==> config.mk <==
export PLATFORM = sky130hd
export DESIGN_NAME = assembly_token_scanner
export DESIGN_NICKNAME = d
export VERILOG_FILES = /design/src/rtl/core/atsc_pkg.sv /design/src/rtl/core/assembly_token_scanner.sv /design/src/rtl/core/atsc_scanner.sv /design/src/rtl/core/atsc_result_queue.sv
export SDC_FILE = /design/constraint.sdc
export NUM_CORES = 1
export LEC_CHECK = 0
export BUFFER_PORTS_ARGS = -buffer_cell sky130_fd_sc_hd__buf_4
export CAP_MARGIN = 20
export CORE_UTILIZATION = 65
export DETAILED_ROUTE_END_ITERATION = 10
export GPL_TIMING_DRIVEN = 0
export HOLD_SLACK_MARGIN = 0.02
export PLACE_DENSITY = 0.9
export SYNTH_ARGS = -nofsm -noshare
export SYNTH_HDL_FRONTEND = slang
export SYNTH_SLANG_ARGS = --single-unit
==> constraint.sdc <==
create_clock -name aclk -period 14.4 [get_ports aclk]
set_input_delay 2.88 -clock aclk [delete_from_list [all_inputs] [get_ports aclk]]
set_output_delay 2.88 -clock aclk [all_outputs]
set_load 0.03 [all_outputs]
==> src/rtl/core/atsc_pkg.sv <==
// Shared types, token kind codes, byte codes and byte class helpers
// for the assembly token scanner. No dependencies.
package atsc_pkg;

    localparam int RESULT_KIND_BITS = 6;
    localparam int REG_INDEX_BITS   = 5;
    localparam int FIELD_BITS       = 16;

    // Token kinds
    localparam logic [5:0] KIND_EOF       = 6'd0;
    localparam logic [5:0] KIND_DOT       = 6'd1;
    localparam logic [5:0] KIND_COMMA     = 6'd2;
    localparam logic [5:0] KIND_COLON     = 6'd3;
    localparam logic [5:0] KIND_MINUS     = 6'd4;
    localparam logic [5:0] KIND_LPAREN    = 6'd5;
    localparam logic [5:0] KIND_RPAREN    = 6'd6;
    localparam logic [5:0] KIND_IDENT     = 6'd7;
    localparam logic [5:0] KIND_NUMBER    = 6'd8;
    localparam logic [5:0] KIND_STRING    = 6'd9;
    localparam logic [5:0] KIND_MNEM_BASE = 6'd10;
    localparam logic [5:0] KIND_REGISTER  = 6'd34;

    // Byte codes
    localparam logic [7:0] CH_0       = 8'h30;
    localparam logic [7:0] CH_1       = 8'h31;
    localparam logic [7:0] CH_3       = 8'h33;
    localparam logic [7:0] CH_7       = 8'h37;
    localparam logic [7:0] CH_9       = 8'h39;
    localparam logic [7:0] CH_B       = 8'h62;
    localparam logic [7:0] CH_O       = 8'h6F;
    localparam logic [7:0] CH_X       = 8'h78;
    localparam logic [7:0] CH_R       = 8'h72;
    localparam logic [7:0] CH_HASH    = 8'h23;
    localparam logic [7:0] CH_UNDER   = 8'h5F;
    localparam logic [7:0] CH_QUOTE   = 8'h22;
    localparam logic [7:0] CH_BSLASH  = 8'h5C;
    localparam logic [7:0] CH_NEWLINE = 8'h0A;
    localparam logic [7:0] CH_DOT     = 8'h2E;
    localparam logic [7:0] CH_COMMA   = 8'h2C;
    localparam logic [7:0] CH_COLON   = 8'h3A;
    localparam logic [7:0] CH_MINUS   = 8'h2D;
    localparam logic [7:0] CH_LPAREN  = 8'h28;
    localparam logic [7:0] CH_RPAREN  = 8'h29;

    // Mnemonics, first byte most significant; kind is KIND_MNEM_BASE + index
    localparam int MNEM_COUNT = 24;
    localparam logic [31:0] MNEM_CODE [MNEM_COUNT] = '{
        "add", "sub", "and", "or", "xor",
        "addi", "andi", "ori", "xori",
        "beq", "bne", "blt", "bge",
        "ld", "lw", "lh", "lb", "lwu", "lhu", "lbu",
        "sd", "sw", "sh", "sb"
    };
    localparam logic [2:0] MNEM_LEN [MNEM_COUNT] = '{
        3'd3, 3'd3, 3'd3, 3'd2, 3'd3,
        3'd4, 3'd4, 3'd3, 3'd4,
        3'd3, 3'd3, 3'd3, 3'd3,
        3'd2, 3'd2, 3'd2, 3'd2, 3'd3, 3'd3, 3'd3,
        3'd2, 3'd2, 3'd2, 3'd2
    };

    typedef struct packed {
        logic [5:0]  kind;
        logic [4:0]  reg_index;
        logic [15:0] start_line;
        logic [15:0] start_column;
        logic [15:0] lexeme_length;
    } atsc_result_t;

    // One request's worth of results from the scanner to the output queue
    typedef struct packed {
        logic         valid;
        logic         two;
        atsc_result_t res0;
        atsc_result_t res1;
    } atsc_push_t;

    function automatic logic is_digit(logic [7:0] c);
        return c inside {[CH_0:CH_9]};
    endfunction

    function automatic logic is_alpha(logic [7:0] c);
        return c inside {[8'h61:8'h7A], [8'h41:8'h5A]};
    endfunction

    function automatic logic is_word(logic [7:0] c);
        return is_alpha(c) || is_digit(c) || (c == CH_UNDER);
    endfunction

    function automatic logic is_hex(logic [7:0] c);
        return c inside {[CH_0:CH_9], [8'h61:8'h66], [8'h41:8'h46]};
    endfunction

    // Single-byte punctuation; KIND_EOF when the byte is not punctuation
    function automatic logic [5:0] punct_kind(logic [7:0] c);
        logic [5:0] k;
        case (c)
            CH_DOT:    k = KIND_DOT;
            CH_COMMA:  k = KIND_COMMA;
            CH_COLON:  k = KIND_COLON;
            CH_MINUS:  k = KIND_MINUS;
            CH_LPAREN: k = KIND_LPAREN;
            CH_RPAREN: k = KIND_RPAREN;
            default:   k = KIND_EOF;
        endcase
        return k;
    endfunction

endpackage

==> src/rtl/core/assembly_token_scanner.sv <==
// Assembly source tokenizer: one byte per request in, one token per result out.
// Depends on atsc_pkg, atsc_scanner, atsc_result_queue.
//
// Input channel s_*: one source byte per request (s_ch), or an end marker
// (s_end_of_input) that flushes any open number, word or string and emits EOF.
// Output channel m_*: token kind, register index, start line/column and length;
// m_last marks the final result caused by one request (at most two per request).
//
// Latency: a result is offered the cycle after the request that completes it,
// or later while results of earlier requests still wait in the queue.
// Throughput: one request per cycle while s_ready is high; the scanner state
// updates in combinational logic between its state registers and a two-entry
// result queue, and the queue hands out one result per cycle while m_ready is
// high, so requests that produce two results drain at one result per cycle.
// s_ready drops while both queue entries are occupied: when the receiver stalls
// on m_ready, or for one cycle when a request with two results is followed at
// once by another request that yields a result; no result is lost or repeated.
// Reset (aresetn low, synchronous): line and column return to 1, no token open,
// queue empty. An end-of-input request returns the scanner to the same state.
module assembly_token_scanner #(
    parameter int COUNTER_BITS = 16,
    parameter int KEY_CHARS    = 4
) (
    input  logic        aclk,
    input  logic        aresetn,
    input  logic        s_valid,
    output logic        s_ready,
    input  logic [7:0]  s_ch,
    input  logic        s_end_of_input,
    output logic        m_valid,
    input  logic        m_ready,
    output logic [5:0]  m_kind,
    output logic [4:0]  m_reg_index,
    output logic [15:0] m_start_line,
    output logic [15:0] m_start_column,
    output logic [15:0] m_lexeme_length,
    output logic        m_last
);
    import atsc_pkg::*;

    atsc_push_t   push;
    atsc_result_t out_res;
    logic         space;
    logic         accept;

    assign s_ready = space;
    assign accept  = s_valid && space;

    atsc_scanner #(
        .COUNTER_BITS (COUNTER_BITS),
        .KEY_CHARS    (KEY_CHARS)
    ) u_scanner (
        .aclk         (aclk),
        .aresetn      (aresetn),
        .accept       (accept),
        .ch           (s_ch),
        .end_of_input (s_end_of_input),
        .push         (push)
    );

    atsc_result_queue u_queue (
        .aclk     (aclk),
        .aresetn  (aresetn),
        .push     (push),
        .space    (space),
        .m_valid  (m_valid),
        .m_ready  (m_ready),
        .out_res  (out_res),
        .out_last (m_last)
    );

    assign m_kind          = out_res.kind;
    assign m_reg_index     = out_res.reg_index;
    assign m_start_line    = out_res.start_line;
    assign m_start_column  = out_res.start_column;
    assign m_lexeme_length = out_res.lexeme_length;

    // Backpressure only comes from a full queue
    a_ready_full: assert property (@(posedge aclk) disable iff (!aresetn)
        !s_ready |-> m_valid)
        else $error("s_ready low with empty result queue");

    // End of input always yields a result on the next cycle
    a_eof_result: assert property (@(posedge aclk) disable iff (!aresetn)
        (s_valid && s_ready && s_end_of_input) |=> m_valid)
        else $error("end of input produced no result");

    // EOF is the final result of its request and has zero length
    a_eof_last: assert property (@(posedge aclk) disable iff (!aresetn)
        (m_valid && m_kind == KIND_EOF) |-> (m_last && m_lexeme_length == 16'd0))
        else $error("EOF result malformed");

    // Register index only carried by register tokens
    a_reg_index: assert property (@(posedge aclk) disable iff (!aresetn)
        (m_valid && m_kind != KIND_REGISTER) |-> (m_reg_index == 5'd0))
        else $error("nonzero register index on non-register token");

endmodule

==> src/rtl/core/atsc_scanner.sv <==
// Scanner state (mode, position, token under construction) and the
// combinational next-state / result logic. Depends on atsc_pkg.
module atsc_scanner #(
    parameter int COUNTER_BITS = 16,
    parameter int KEY_CHARS    = 4
) (
    input  logic               aclk,
    input  logic               aresetn,
    input  logic               accept,
    input  logic [7:0]         ch,
    input  logic               end_of_input,
    output atsc_pkg::atsc_push_t push
);
    import atsc_pkg::*;

    localparam int CB = COUNTER_BITS;
    localparam int HB = 8 * KEY_CHARS;

    typedef enum logic [3:0] {
        MODE_IDLE,
        MODE_IDENT,
        MODE_ZERO,
        MODE_DEC,
        MODE_BIN,
        MODE_OCT,
        MODE_HEX,
        MODE_STR,
        MODE_ESC,
        MODE_COMMENT
    } mode_t;

    typedef struct packed {
        logic [5:0] kind;
        logic [4:0] reg_index;
    } word_t;

    mode_t         mode_reg,  mode_next;
    logic [CB-1:0] line_reg,  line_next;
    logic [CB-1:0] col_reg,   col_next;
    logic [CB-1:0] start_reg, start_next;
    logic [CB-1:0] len_reg,   len_next;
    logic [HB-1:0] head_reg,  head_next;

    logic          more;
    logic          do_ext;
    logic          first_v;
    atsc_result_t  first_r;
    logic          punct_v;
    atsc_result_t  punct_r;
    logic [5:0]    pk;
    word_t         word;
    atsc_push_t    push_c;

    function automatic logic [CB-1:0] sat_inc(logic [CB-1:0] v);
        return (&v) ? v : v + CB'(1);
    endfunction

    function automatic logic [15:0] sat16(logic [CB-1:0] v);
        logic [31:0] w;
        w = 32'(v);
        return (|w[31:16]) ? 16'hFFFF : w[15:0];
    endfunction

    function automatic atsc_result_t make_res(logic [5:0] kind, logic [4:0] ri,
                                              logic [CB-1:0] line, logic [CB-1:0] col,
                                              logic [CB-1:0] len);
        atsc_result_t r;
        r.kind          = kind;
        r.reg_index     = ri;
        r.start_line    = sat16(line);
        r.start_column  = sat16(col);
        r.lexeme_length = sat16(len);
        return r;
    endfunction

    // Mnemonic / register / identifier decision from the buffered head bytes
    function automatic word_t classify_word(logic [HB-1:0] head, logic [CB-1:0] len);
        word_t      w;
        logic [7:0] b0;
        logic [7:0] b1;
        logic [7:0] b2;
        logic [5:0] num;
        w.kind      = KIND_IDENT;
        w.reg_index = '0;
        b0  = head[23:16];
        b1  = head[15:8];
        b2  = head[7:0];
        num = 6'(b1[1:0]) * 6'd10 + 6'(b2[3:0]);
        if (len <= CB'(KEY_CHARS)) begin
            for (int i = 0; i < MNEM_COUNT; i++) begin
                if (w.kind == KIND_IDENT && len == CB'(MNEM_LEN[i])
                    && head == HB'(MNEM_CODE[i])) begin
                    w.kind = KIND_MNEM_BASE + 6'(i);
                end
            end
            if (w.kind == KIND_IDENT) begin
                if (len == CB'(2)) begin
                    if (b1 == CH_R && is_digit(b2)) begin
                        w.kind      = KIND_REGISTER;
                        w.reg_index = 5'(b2[3:0]);
                    end
                end else if (len == CB'(3)) begin
                    // two-digit register, no leading zero, at most 31
                    if (b0 == CH_R && b1 inside {[CH_1:CH_3]} && is_digit(b2)
                        && num <= 6'd31) begin
                        w.kind      = KIND_REGISTER;
                        w.reg_index = num[4:0];
                    end
                end
            end
        end
        return w;
    endfunction

    always_comb begin
        mode_next  = mode_reg;
        line_next  = line_reg;
        col_next   = col_reg;
        start_next = start_reg;
        len_next   = len_reg;
        head_next  = head_reg;
        more       = 1'b1;
        do_ext     = 1'b0;
        first_v    = 1'b0;
        first_r    = '0;
        punct_v    = 1'b0;
        punct_r    = '0;
        pk         = punct_kind(ch);
        word       = classify_word(head_reg, len_reg);
        push_c     = '0;

        if (end_of_input) begin
            case (mode_reg)
                MODE_IDENT: begin
                    first_v = 1'b1;
                    first_r = make_res(word.kind, word.reg_index, line_reg,
                                       start_reg, len_reg);
                end
                MODE_ZERO, MODE_DEC, MODE_BIN, MODE_OCT, MODE_HEX: begin
                    first_v = 1'b1;
                    first_r = make_res(KIND_NUMBER, '0, line_reg, start_reg, len_reg);
                end
                MODE_STR, MODE_ESC: begin
                    first_v = 1'b1;
                    first_r = make_res(KIND_STRING, '0, line_reg, start_reg, len_reg);
                end
                default: ;
            endcase
            punct_v    = 1'b1;
            punct_r    = make_res(KIND_EOF, '0, line_reg, col_reg, '0);
            mode_next  = MODE_IDLE;
            line_next  = CB'(1);
            col_next   = CB'(1);
            start_next = '0;
            len_next   = '0;
            head_next  = '0;
        end else begin
            case (mode_reg)
                MODE_IDENT: begin
                    if (is_word(ch)) begin
                        do_ext = 1'b1;
                        more   = 1'b0;
                    end else begin
                        first_v   = 1'b1;
                        first_r   = make_res(word.kind, word.reg_index, line_reg,
                                             start_reg, len_reg);
                        mode_next = MODE_IDLE;
                    end
                end
                MODE_ZERO: begin
                    if (ch == CH_B) begin
                        do_ext = 1'b1; mode_next = MODE_BIN; more = 1'b0;
                    end else if (ch == CH_O) begin
                        do_ext = 1'b1; mode_next = MODE_OCT; more = 1'b0;
                    end else if (ch == CH_X) begin
                        do_ext = 1'b1; mode_next = MODE_HEX; more = 1'b0;
                    end else if (is_digit(ch)) begin
                        do_ext = 1'b1; mode_next = MODE_DEC; more = 1'b0;
                    end
                end
                MODE_DEC: begin
                    if (is_digit(ch)) begin
                        do_ext = 1'b1; more = 1'b0;
                    end
                end
                MODE_BIN: begin
                    if (ch inside {CH_0, CH_1}) begin
                        do_ext = 1'b1; more = 1'b0;
                    end
                end
                MODE_OCT: begin
                    if (ch inside {[CH_0:CH_7]}) begin
                        do_ext = 1'b1; more = 1'b0;
                    end
                end
                MODE_HEX: begin
                    if (is_hex(ch)) begin
                        do_ext = 1'b1; more = 1'b0;
                    end
                end
                MODE_STR: begin
                    // quotes take no column
                    if (ch == CH_QUOTE) begin
                        first_v   = 1'b1;
                        first_r   = make_res(KIND_STRING, '0, line_reg, start_reg, len_reg);
                        mode_next = MODE_IDLE;
                    end else begin
                        do_ext = 1'b1;
                        if (ch == CH_BSLASH) begin
                            mode_next = MODE_ESC;
                        end
                    end
                    more = 1'b0;
                end
                MODE_ESC: begin
                    do_ext    = 1'b1;
                    mode_next = MODE_STR;
                    more      = 1'b0;
                end
                MODE_COMMENT: begin
                    if (ch == CH_NEWLINE) begin
                        mode_next = MODE_IDLE;
                    end else begin
                        more = 1'b0;
                    end
                end
                default: begin
                    mode_next = MODE_IDLE;
                end
            endcase

            // number ended by a byte that cannot extend it
            if (more && mode_reg inside {MODE_ZERO, MODE_DEC, MODE_BIN, MODE_OCT, MODE_HEX})
            begin
                first_v   = 1'b1;
                first_r   = make_res(KIND_NUMBER, '0, line_reg, start_reg, len_reg);
                mode_next = MODE_IDLE;
            end

            if (do_ext) begin
                if (len_reg < CB'(KEY_CHARS)) begin
                    head_next = {head_reg[HB-9:0], ch};
                end
                len_next = sat_inc(len_reg);
                col_next = sat_inc(col_reg);
            end

            if (more) begin
                if (pk != KIND_EOF) begin
                    punct_v  = 1'b1;
                    punct_r  = make_res(pk, '0, line_reg, col_reg, CB'(1));
                    col_next = sat_inc(col_reg);
                end else if (is_alpha(ch) || ch == CH_UNDER || is_digit(ch)) begin
                    if (is_digit(ch)) begin
                        mode_next = (ch == CH_0) ? MODE_ZERO : MODE_DEC;
                    end else begin
                        mode_next = MODE_IDENT;
                    end
                    start_next = col_reg;
                    len_next   = CB'(1);
                    head_next  = HB'(ch);
                    col_next   = sat_inc(col_reg);
                end else if (ch == CH_QUOTE) begin
                    mode_next  = MODE_STR;
                    start_next = col_reg;
                    len_next   = '0;
                    head_next  = '0;
                end else if (ch == CH_NEWLINE) begin
                    line_next = sat_inc(line_reg);
                    col_next  = CB'(1);
                end else if (ch == CH_HASH) begin
                    mode_next = MODE_COMMENT;
                end else begin
                    col_next = sat_inc(col_reg);
                end
            end
        end

        push_c.valid = accept && (first_v || punct_v);
        push_c.two   = first_v && punct_v;
        push_c.res0  = first_v ? first_r : punct_r;
        push_c.res1  = punct_r;
    end

    assign push = push_c;

    always_ff @(posedge aclk) begin
        if (!aresetn) begin
            mode_reg  <= MODE_IDLE;
            line_reg  <= CB'(1);
            col_reg   <= CB'(1);
            start_reg <= '0;
            len_reg   <= '0;
            head_reg  <= '0;
        end else if (accept) begin
            mode_reg  <= mode_next;
            line_reg  <= line_next;
            col_reg   <= col_next;
            start_reg <= start_next;
            len_reg   <= len_next;
            head_reg  <= head_next;
        end
    end

endmodule

==> src/rtl/core/atsc_result_queue.sv <==
// Two-entry result queue; each entry holds the one or two results of one request
// and hands them out one per cycle while m_ready is high. Depends on atsc_pkg.
module atsc_result_queue (
    input  logic                   aclk,
    input  logic                   aresetn,
    input  atsc_pkg::atsc_push_t   push,
    output logic                   space,
    output logic                   m_valid,
    input  logic                   m_ready,
    output atsc_pkg::atsc_result_t out_res,
    output logic                   out_last
);
    import atsc_pkg::*;

    typedef struct packed {
        logic         two;
        atsc_result_t res0;
        atsc_result_t res1;
    } entry_t;

    entry_t     entry_reg [2];
    logic       rd_ptr_reg, rd_ptr_next;
    logic       wr_ptr_reg, wr_ptr_next;
    logic [1:0] count_reg,  count_next;
    logic       sub_reg,    sub_next;
    entry_t     head;
    logic       do_push;
    logic       do_pop;
    logic       take;

    assign head     = entry_reg[rd_ptr_reg];
    assign m_valid  = (count_reg != 2'd0);
    assign space    = (count_reg != 2'd2);
    assign out_res  = sub_reg ? head.res1 : head.res0;
    assign out_last = sub_reg || !head.two;
    assign take     = m_valid && m_ready;
    assign do_pop   = take && out_last;
    assign do_push  = push.valid && space;

    always_comb begin
        rd_ptr_next = rd_ptr_reg ^ do_pop;
        wr_ptr_next = wr_ptr_reg ^ do_push;
        count_next  = count_reg + 2'(do_push) - 2'(do_pop);
        sub_next    = sub_reg;
        if (take) begin
            sub_next = !out_last;
        end
    end

    always_ff @(posedge aclk) begin
        if (!aresetn) begin
            rd_ptr_reg <= 1'b0;
            wr_ptr_reg <= 1'b0;
            count_reg  <= 2'd0;
            sub_reg    <= 1'b0;
        end else begin
            rd_ptr_reg <= rd_ptr_next;
            wr_ptr_reg <= wr_ptr_next;
            count_reg  <= count_next;
            sub_reg    <= sub_next;
        end
    end

    always_ff @(posedge aclk) begin
        if (do_push) begin
            entry_reg[wr_ptr_reg] <= '{two: push.two, res0: push.res0, res1: push.res1};
        end
    end

endmodule
# Word-level counts from Yosys, hierarchy flattened

Memories as Yosys holds them, arrays and structs flattened. A register that Yosys moved wholly into a read port is not among the register bits.
Index checks and enable logic that the tools add are counted.

Memory bits (writable): 238
Register bits: 105
Input bits: 13
Memories: 1

Memories:

| name              | words | bits a word | rd ports | clocked after memory_dff | wr ports | line                    | text |
|---|---|---|---|---|---|---|---|
| u_queue.entry_reg | 2     | 119         | 1        | 1                        | 1        | atsc_result_queue.sv:21 | `entry_t entry_reg [2];` |

$add $sub $neg: 6
Magnitude comparators: 16
Reduce and logical (&&, ||, !) cells: 92
Bitwise operators: 2
Mux-type cells: 153
Eq/ne operators: 83
Multipliers: 1

Operators with widths:

| kind                  | number |
|---|---|
| $mux 16               | 28 |
| $mux 59               | 7 |
| $eq 32x23->1 const B  | 12 |
| $eq 32x15->1 const B  | 9 |
| $mux 6                | 47 |
| $mux 32               | 7 |
| $pmux 59 s3           | 1 |
| $eq 6x3->1 const B    | 24 |
| $pmux 59 s2           | 1 |
| $eq 32x31->1 const B  | 3 |
| $eq 8x6->1 const B    | 10 |
| $mux 4                | 18 |
| $logic_and 1x1->1     | 66 |
| $mux 11               | 6 |
| $mux 57               | 1 |
| $eq 8x7->1 const B    | 7 |
| $mux 56               | 1 |
| $add 16x1->16 const B | 3 |
| $reduce_and 16->1     | 3 |
| $eq 16x2->1 const B   | 2 |
| $le 8x6->1 const B    | 4 |
| $le 8x7->1 const B    | 4 |
| $mux 1                | 31 |
| $ge 8x6->1 const B    | 3 |
| 32 further kinds      | 55 |

# Depth between registers and ports, before layout

Gate-level depths: netlist of run 1.

Depth after elaboration: 129
Depth in mapped cells: 15

# Hierarchy

Synthesis of run 1 repeated with hierarchy kept, for this count alone.

Cells, all modules: 1305
Area, all modules: 16341.9 sq um

Modules (own cells, without submodules):

| module                 | times used | sequential area each (sq um) | cells an instance | area each (sq um) |
|---|---|---|---|---|
| atsc_result_queue      | 1          | 7267.0                       | 344               | 8899.8 |
| atsc_scanner           | 1          | 2001.9                       | 960               | 7435.9 |
| assembly_token_scanner | 1          | 0.0                          | 1                 | 6.3 |

# Least setup slack after synthesis of run 1

Ideal clock, no wire load.

Path type: in2reg
Start point: input port s_ch[0]
End point: memory u_queue.entry_reg[1][0] (netlist bit) (enable)
Stages on the path: 11
Setup time: 0.466 ns
Buffers on the path: 2
Arrival time: 7.369 ns
Slack: 6.565 ns
Path through: clkbuf_1 -> or4_1 -> a21oi_1 -> o311a_4 -> and2_4 -> nor3_4 -> o21bai_1 -> nor4_2 -> clkbuf_1 -> nor2_1 -> ha_1

Word-level cells in the longest chain between the ends: 16
Elaborated cells between the ends (all ways): 60

Ends and longest elaborated chain:

| element                                     | line                                                     | text |
|---|---|---|
| from (decl)                                 | assembly_token_scanner.sv:28                             | `input logic [7:0] s_ch,` |
| $ge 8x6->1, or another cell as far along    | atsc_pkg.sv:79, atsc_pkg.sv:91, atsc_scanner.sv:192      |  |
| $logic_and 1x1->1, on equally long branches | atsc_pkg.sv:79, atsc_pkg.sv:91, atsc_pkg.sv:83           |  |
| $mux 1 or $reduce_bool 2->1 (tied branches) | atsc_scanner.sv:177, atsc_scanner.sv:182, atsc_pkg.sv:83 |  |
| $mux 1 or $logic_or 1x1->1 (tied branches)  | atsc_scanner.sv:175, atsc_pkg.sv:87                      |  |
| $mux 1 or $logic_or 1x1->1 (tied branches)  | atsc_scanner.sv:173, atsc_pkg.sv:87                      |  |
| $mux 1, on equally long branches            | atsc_scanner.sv:171, atsc_scanner.sv:160                 |  |
| $pmux 1 s8                                  | atsc_scanner.sv:158                                      | `case (mode_reg)` |
| $mux 1                                      | atsc_scanner.sv:132                                      | `if (end_of_input) begin` |
| $logic_and 1x1->1                           | atsc_scanner.sv:233                                      | `if (more && mode_reg inside {MODE_ZERO, MODE_DEC, MODE_BIN, MODE_OCT, MODE_HEX})` |
| $mux 1                                      | atsc_scanner.sv:233                                      |  |
| $mux 1                                      | atsc_scanner.sv:132                                      |  |
| $logic_or 1x1->1 (*)                        | atsc_scanner.sv:279                                      | `push_c.valid = accept && (first_v \|\| punct_v);` |
| $logic_and 1x1->1 (*)                       | atsc_scanner.sv:279                                      |  |
| $logic_and 1x1->1 (*)                       | atsc_result_queue.sv:38                                  | `assign do_push = push.valid && space;` |
| $mux 1 (*)                                  | atsc_result_queue.sv:65                                  | `if (do_push) begin` |
| $mux 1 (not written as such) (*)            | atsc_result_queue.sv:66                                  | `entry_reg[wr_ptr_reg] <= '{two: push.two, res0: push.res0, res1: push.res1};` |
| to (decl)                                   | atsc_result_queue.sv:21                                  |  |

Every way passes the cells marked *; elsewhere a longest branch is shown, timed or not. The select of a mux whose other input is x is not followed.

# Worst setup path in the final report of run 1

Start point: input port s_ch[1]
End point: memory u_queue.entry_reg[1][114] (netlist bit) (enable)

The elaborated chain is that of the path after synthesis.

==> results of run 1 <==
## layer usage
layer  GRT usage, %  wire (um)  vias to the layer above
met4           11.4       1050                        0
li1               -          -                     5026
met3           4.67       2950                      107
met5              0          0                        -
met1           41.9      14400                     5405
met2           52.3      17700                      618
## worst reg2reg max path, cell delays in order (launching register included)
cell	delay, ns
dfxtp_1	0.37
inv_1	0.14
nor4_1	0.79
and2_4	0.34
nor3_4	0.08
o21bai_1	0.74
nor4_2	0.05
buf_4	0.23
clkbuf_1	0.27
nor2_1	0.44
ha_4	0.62
buf_16	0.38
## stage by stage
stage               std cells  hold slack [ns]  instance area [um2]  utilization, %
floorplan                1241            0.444                14500               -
global placement         1592            0.456                15300            70.3
detailed placement       1594            0.464                15400            70.7
CTS                      1647            0.482                16300            74.7
global route             1648            0.499                16300            74.7
finish                   1649            0.483                16300            74.7
## cell families (layout without fill, tap and decap cells)
family          count (synthesis)  after routing  synth area share (%)
buf+inv                        91            218                  2.81
flops                         298            298                  54.5
xor+xnor                       19             19                  1.15
fa+ha+maj                      13             13                  1.18
mux                            78             78                  8.94
compound gates                231            231                  11.9
other cells                     0              1                     0
simple gates                  511            511                  19.5
## power by group
part	internal (W)	switching, W	total (W)
combinational	0.000160	0.000282	0.000442
clock	0.000394	0.000310	0.000705
sequential	0.000960	0.0000162	0.000976
total	0.00151	0.000609	0.00212
## worst paths after layout
check	slack, ns	end	cells after the start	startpoint
worst max-delay path	7.26	u_queue.entry_reg[1][114]$_DFFE_PP_	14	s_ch[1]
worst min-delay path	0.48	u_scanner.start_reg[2]$_SDFFE_PN0P_	1	u_scanner.start_reg[2]$_SDFFE_PN0P_
worst max register to register	9.58	u_queue.entry_reg[1][114]$_DFFE_PP_	11	u_scanner.mode_reg[0]$_SDFFE_PN0P_
worst min register to register	0.48	u_scanner.start_reg[2]$_SDFFE_PN0P_	1	u_scanner.start_reg[2]$_SDFFE_PN0P_
## cell type report
cell class	instances	area [um2]
antenna	1	2.50
buffer	73	339
clock buffer	47	833
clock inverter	6	40.0
fill	1366	5510
inverter	18	67.6
multi-input combinational	852	6200
sequential	298	7890
tap	280	350
timing repair buffer	74	596
## layout by cell type (no fill, tap or decap), types with 11 or more instances in the layout
cell type,instances
nand2_1,81
nor3_1,41
clkbuf_16,29
nor2b_1,27
nor4_1,19
mux2_4,11
inv_1,17
edfxtp_1,192
a31oi_1,11
and2_1,58
mux4_2,36
dfxtp_1,106
nor2_1,91
mux2i_1,25
or4_1,15
and3_1,23
clkbuf_1,64
a21oi_1,30
nand3_1,48
o21ai_0,32
a22o_1,49
nand4_1,24
nand2b_1,14
buf_4,76
o31ai_1,13
==> impl_metrics.json, run 1 <==
{
  "core_area_um2": 21800,
  "arrival_ns": 7.35,
  "clk_pin_slew_ns": 0.06,
  "cp-end-kind": "flop",
  "antenna_found_initial": 0,
  "crit_path_max_incr_delay_ns": 0.74,
  "die_area_um2": 22900,
  "dpl.hpwl_mm": 24.9,
  "slew_headroom_pct": 22.4,
  "period_minus_slack_ns": 7.14,
  "path_class": "in2reg",
  "max_freq_mhz": 140,
  "critPathRequiredTime_ns": 14.61,
  "cp-start-kind": "input pin",
  "clk_path_buf_depth": 3,
  "synth_ff_type": "edfxtp_1",
  "largest_register_ffs": 192,
  "crit_fanout": 56,
  "power.total_w": 0.00212,
  "fin_setup_tns_ns": 0,
  "netlist_area_um2": 14500,
  "cts_max_level": 1,
  "hold_buffers": 0,
  "worst_slew_pin_slew_ns": 1.15,
  "post_cts_resized": 0,
  "ys.warnings.count": 0,
  "vias_per_cell": 6.77,
  "clock_latency_ns": 0.55,
  "vdd_ir_drop_max_mv": 0.105,
  "power.density_nw_per_um2": 130,
  "drt_iter0_drc": 1234,
  "post_cts_buffers": 0,
  "power_leakage_nw": 5.64,
  "clock_sinks": 298,
  "grt_pass1_vias": 10600,
  "setup_violations": 0,
  "synth.most_common_cell": "edfxtp_1",
  "synth_top_area_cell": "edfxtp_1",
  "grt_start_max_net_pins": 61,
  "cts_buffers": 29,
  "slowest_stage": "o21bai_1",
  "port_buffers": 71,
  "nets": 1372,
  "syn_avg_cell_area_um2": 11.7,
  "drv_slew": 0,
  "cts_tree": "yes",
  "drt_first_pass_iters": 9,
  "netlist_top_cells_count": "edfxtp_1 (192), dfxtp_1 (106), nor2_1 (91)",
  "wl_per_cell_um": 21.9,
  "synth_edf_count": 192,
  "synth_top_area_share_pct": 39.9,
  "rsz0062_at_grt": "no",
  "routed_wl_mm": 36.1,
  "hold_violations": 0,
  "ys_types": 88,
  "antenna_left": 0,
  "vias": 11200,
  "gp_congestion": 0.930,
  "grt_pass1_wl_mm": 55.8,
  "grt_overflow": 0,
  "synthArstFlopShare_pct": 0,
  "drive_above_1_share_pct": 15.2,
  "path_cells": "buf_4 > buf_6 > nor2b_1 > nand4_1 > o21a_1 > nand4_1 > nor3_4 > o21bai_1 > nor4_2 > buf_4 > clkbuf_1 > nor2_1 > ha_4 > buf_16",
  "grt_use_total_pct": 31.5,
  "maxCapViolCount": 0,
  "crit_family": "simple AND/OR/NAND/NOR gates",
  "violations": "design-rule violations",
  "die_y_um": 151,
  "finalWorstSetupSlack_ns": 7.26,
  "finClkSkew_ns": 0.0187,
  "synth.net_count": 1267,
  "fp.dieW_um": 151,
  "status": "complete, but fails checks",
  "ys_ff_latch": 298,
  "pre_cts_ws_ns": 6.74,
  "synthTopCellsByArea": "edfxtp_1 (40%), dfxtp_1 (15%), mux4_2 (5.6%)",
  "drc": 2,
  "initial_core_util_pct": 66.3,
  "syn2layout_area_growth_pct": 12.8,
  "yosysSeqAreaShare_pct": 54.5,
  "fin_crit_sh_pct": 49.6,
  "fp-row-count": 54,
  "syn_inst": 1241,
  "ios": 75,
  "root_buffer": "clkbuf_16",
  "hold_class": "reg2reg",
  "worst-path-buf-inv": 5
}
Power figures use the tool's default switching activity.
==> run 2, diff against run 1 <==
--- a/config.mk
+++ b/config.mk
@@ -7,11 +7,11 @@
 export LEC_CHECK = 0
 export BUFFER_PORTS_ARGS = -buffer_cell sky130_fd_sc_hd__buf_4
 export CAP_MARGIN = 20
-export CORE_UTILIZATION = 65
+export CORE_UTILIZATION = 62
 export DETAILED_ROUTE_END_ITERATION = 10
 export GPL_TIMING_DRIVEN = 0
 export HOLD_SLACK_MARGIN = 0.02
-export PLACE_DENSITY = 0.9
+export PLACE_DENSITY = 0.87
 export SYNTH_ARGS = -nofsm -noshare
 export SYNTH_HDL_FRONTEND = slang
 export SYNTH_SLANG_ARGS = --single-unit
==> constraint.sdc (replaced) <==
create_clock -name aclk -period 7.04 [get_ports aclk]
set_input_delay 1.408 -clock aclk [delete_from_list [all_inputs] [get_ports aclk]]
set_output_delay 1.408 -clock aclk [all_outputs]
set_load 0.03 [all_outputs]
==> impl_metrics.json, run 2 (synthesis gave the netlist of run 1 again) <==
{
  "critPathRequiredTime_ns": 7.24,
  "antenna_left": 0,
  "layout_common_cells": "edfxtp_1 (192), dfxtp_1 (106), nor2_1 (91)",
  "drive_above_1_share_pct": 15.3,
  "r2r_cells": 11,
  "nets": 1372,
  "worst_slew_pin_slew_ns": 1.08,
  "clock_sinks": 298,
  "finClkSkew_ns": 0.0142,
  "vias": 11100,
  "clock_latency_ns": 0.54,
  "post_cts_resized": 0,
  "worstHoldEndpoint": "u_scanner.start_reg[1]$_SDFFE_PN0P_",
  "period_minus_slack_ns": 5.60,
  "grt_use_total_pct": 29.9,
  "drt_first_pass_iters": 8,
  "fin_setup_tns_ns": 0,
  "rsz0062_at_grt": "no",
  "cts_tree": "yes",
  "drc": 0,
  "hold_violations": 0,
  "grt_pass1_vias": 10600,
  "gp_congestion": 0.944,
  "cts_buffers": 29,
  "power.total_w": 0.00447,
  "post_cts_buffers": 0,
  "crit_fanout": 60,
  "reg2reg_slack_ns": 2.40,
  "antenna_found_initial": 0,
  "n_fill_cell": 1469,
  "grt_overflow": 0,
  "vias_per_cell": 6.60,
  "power.density_nw_per_um2": 272,
  "maxCapViolCount": 0,
  "final_common_cell": "edfxtp_1",
  "drv_slew": 0,
  "routed_wl_mm": 36.1,
  "r2r-start": "u_scanner.mode_reg[0]$_SDFFE_PN0P_",
  "r2r-end": "u_queue.entry_reg[0][19]$_DFFE_PP_",
  "port_buffers": 71,
  "grt_start_max_net_pins": 61,
  "die_area_um2": 23900,
  "initial_core_util_pct": 63.5,
  "clk_pin_slew_ns": 0.06,
  "pre_cts_ws_ns": 0.901,
  "hp-start": "u_scanner.start_reg[1]$_SDFFE_PN0P_",
  "vdd_ir_drop_max_mv": 0.266,
  "wl_per_cell_um": 21.4,
  "largest_register_ffs": 192,
  "fin_crit_sh_pct": 79.6,
  "syn2layout_area_growth_pct": 13.7,
  "hold_class": "reg2reg",
  "min_path_cells": 1,
  "setup_violations": 0,
  "cp-end-kind": "flop",
  "finalWorstSetupSlack_ns": 1.44,
  "slew_headroom_pct": 27.2,
  "design_area_um2": 16400,
  "core_area_um2": 22800,
  "grt_pass1_wl_mm": 56.4,
  "status": "completed",
  "cts_max_level": 1,
  "ios": 75,
  "fp.dieW_um": 155,
  "max_freq_mhz": 178,
  "hold_buffers": 0,
  "cp-start-kind": "input pin",
  "root_buffer": "clkbuf_16",
  "place_area_um2": 15500,
  "path_class": "in2reg",
  "fp-row-count": 55,
  "die_y_um": 155,
  "clk_path_buf_depth": 3,
  "drt_iter0_drc": 1421,
  "arrival_ns": 5.80,
  "dpl.hpwl_mm": 24.8,
  "power_leakage_nw": 5.69
}
## run 2: critical path, stage by stage
cell,delay (ns)
buf_4,0.09
buf_6,0.12
nor2b_1,0.36
nand4_1,0.48
o21a_1,0.33
nand4_1,0.22
nor3_4,0.13
o21bai_1,0.67
nor4_2,0.07
buf_4,0.22
clkbuf_1,0.27
nor2_1,0.43
ha_4,0.59
buf_16,0.35
## run 2: final cells by class
type	instances	area, um2	share of cell area [%]
tap	313	392	2.38
multi-input combinational	852	6200	37.7
inverter	18	67.6	0.411
antenna	1	2.50	0.0152
clock inverter	8	123	0.745
clock buffer	45	847	5.15
buffer	73	339	2.06
timing repair buffer	74	596	3.62
sequential	298	7890	48.0
## run 2: through the flow
step / utilization (%) / hold WS (ns) / instances
after CTS: 72.2 / 0.480 / 1680
after global placement: 67.6 / 0.457 / 1625
after floorplan: - / 0.444 / 1241
final: 72.2 / 0.480 / 1682
after global routing: 72.2 / 0.497 / 1681
after detailed placement: 67.9 / 0.460 / 1627
## run 2: worst max path at each step
stage | end | slack [ns] | depth (start not counted) | from
5_1_grt | u_queue.entry_reg[0][19]$_DFFE_PP_ | 1.26 | 14 | s_ch[1]
4_1_cts | u_queue.entry_reg[0][19]$_DFFE_PP_ | 1.41 | 14 | s_ch[2]
6_report | u_queue.entry_reg[0][19]$_DFFE_PP_ | 1.44 | 14 | s_ch[1]
3_3_place_gp | u_queue.entry_reg[0][19]$_DFFE_PP_ | -1.34 | 12 | s_ch[1]
2_1_floorplan | u_queue.entry_reg[1][0]$_DFFE_PP_ | 0.68 | 11 | s_ch[0]
3_5_place_dp | u_queue.entry_reg[1][76]$_DFFE_PP_ | 0.90 | 14 | s_ch[2]
## run 2: per-layer routing
metal / part of all wire, % / global-route usage [%] / vias to the layer above
met3: 8.2 / 4.31 / 116
met1: 40 / 39.6 / 5346
met5: 0 / 0 / -
met2: 49 / 50.5 / 615
met4: 2.9 / 10.2 / 0
li1: - / - / 5020
## run 2: power breakdown
part / leakage (nW) / total (W) / internal [W] / switching, W
Clock: 0.471 / 0.00157 / 0.000937 / 0.000635
Sequential: 2.70 / 0.00200 / 0.00196 / 0.0000326
Combinational: 2.52 / 0.000907 / 0.000328 / 0.000579
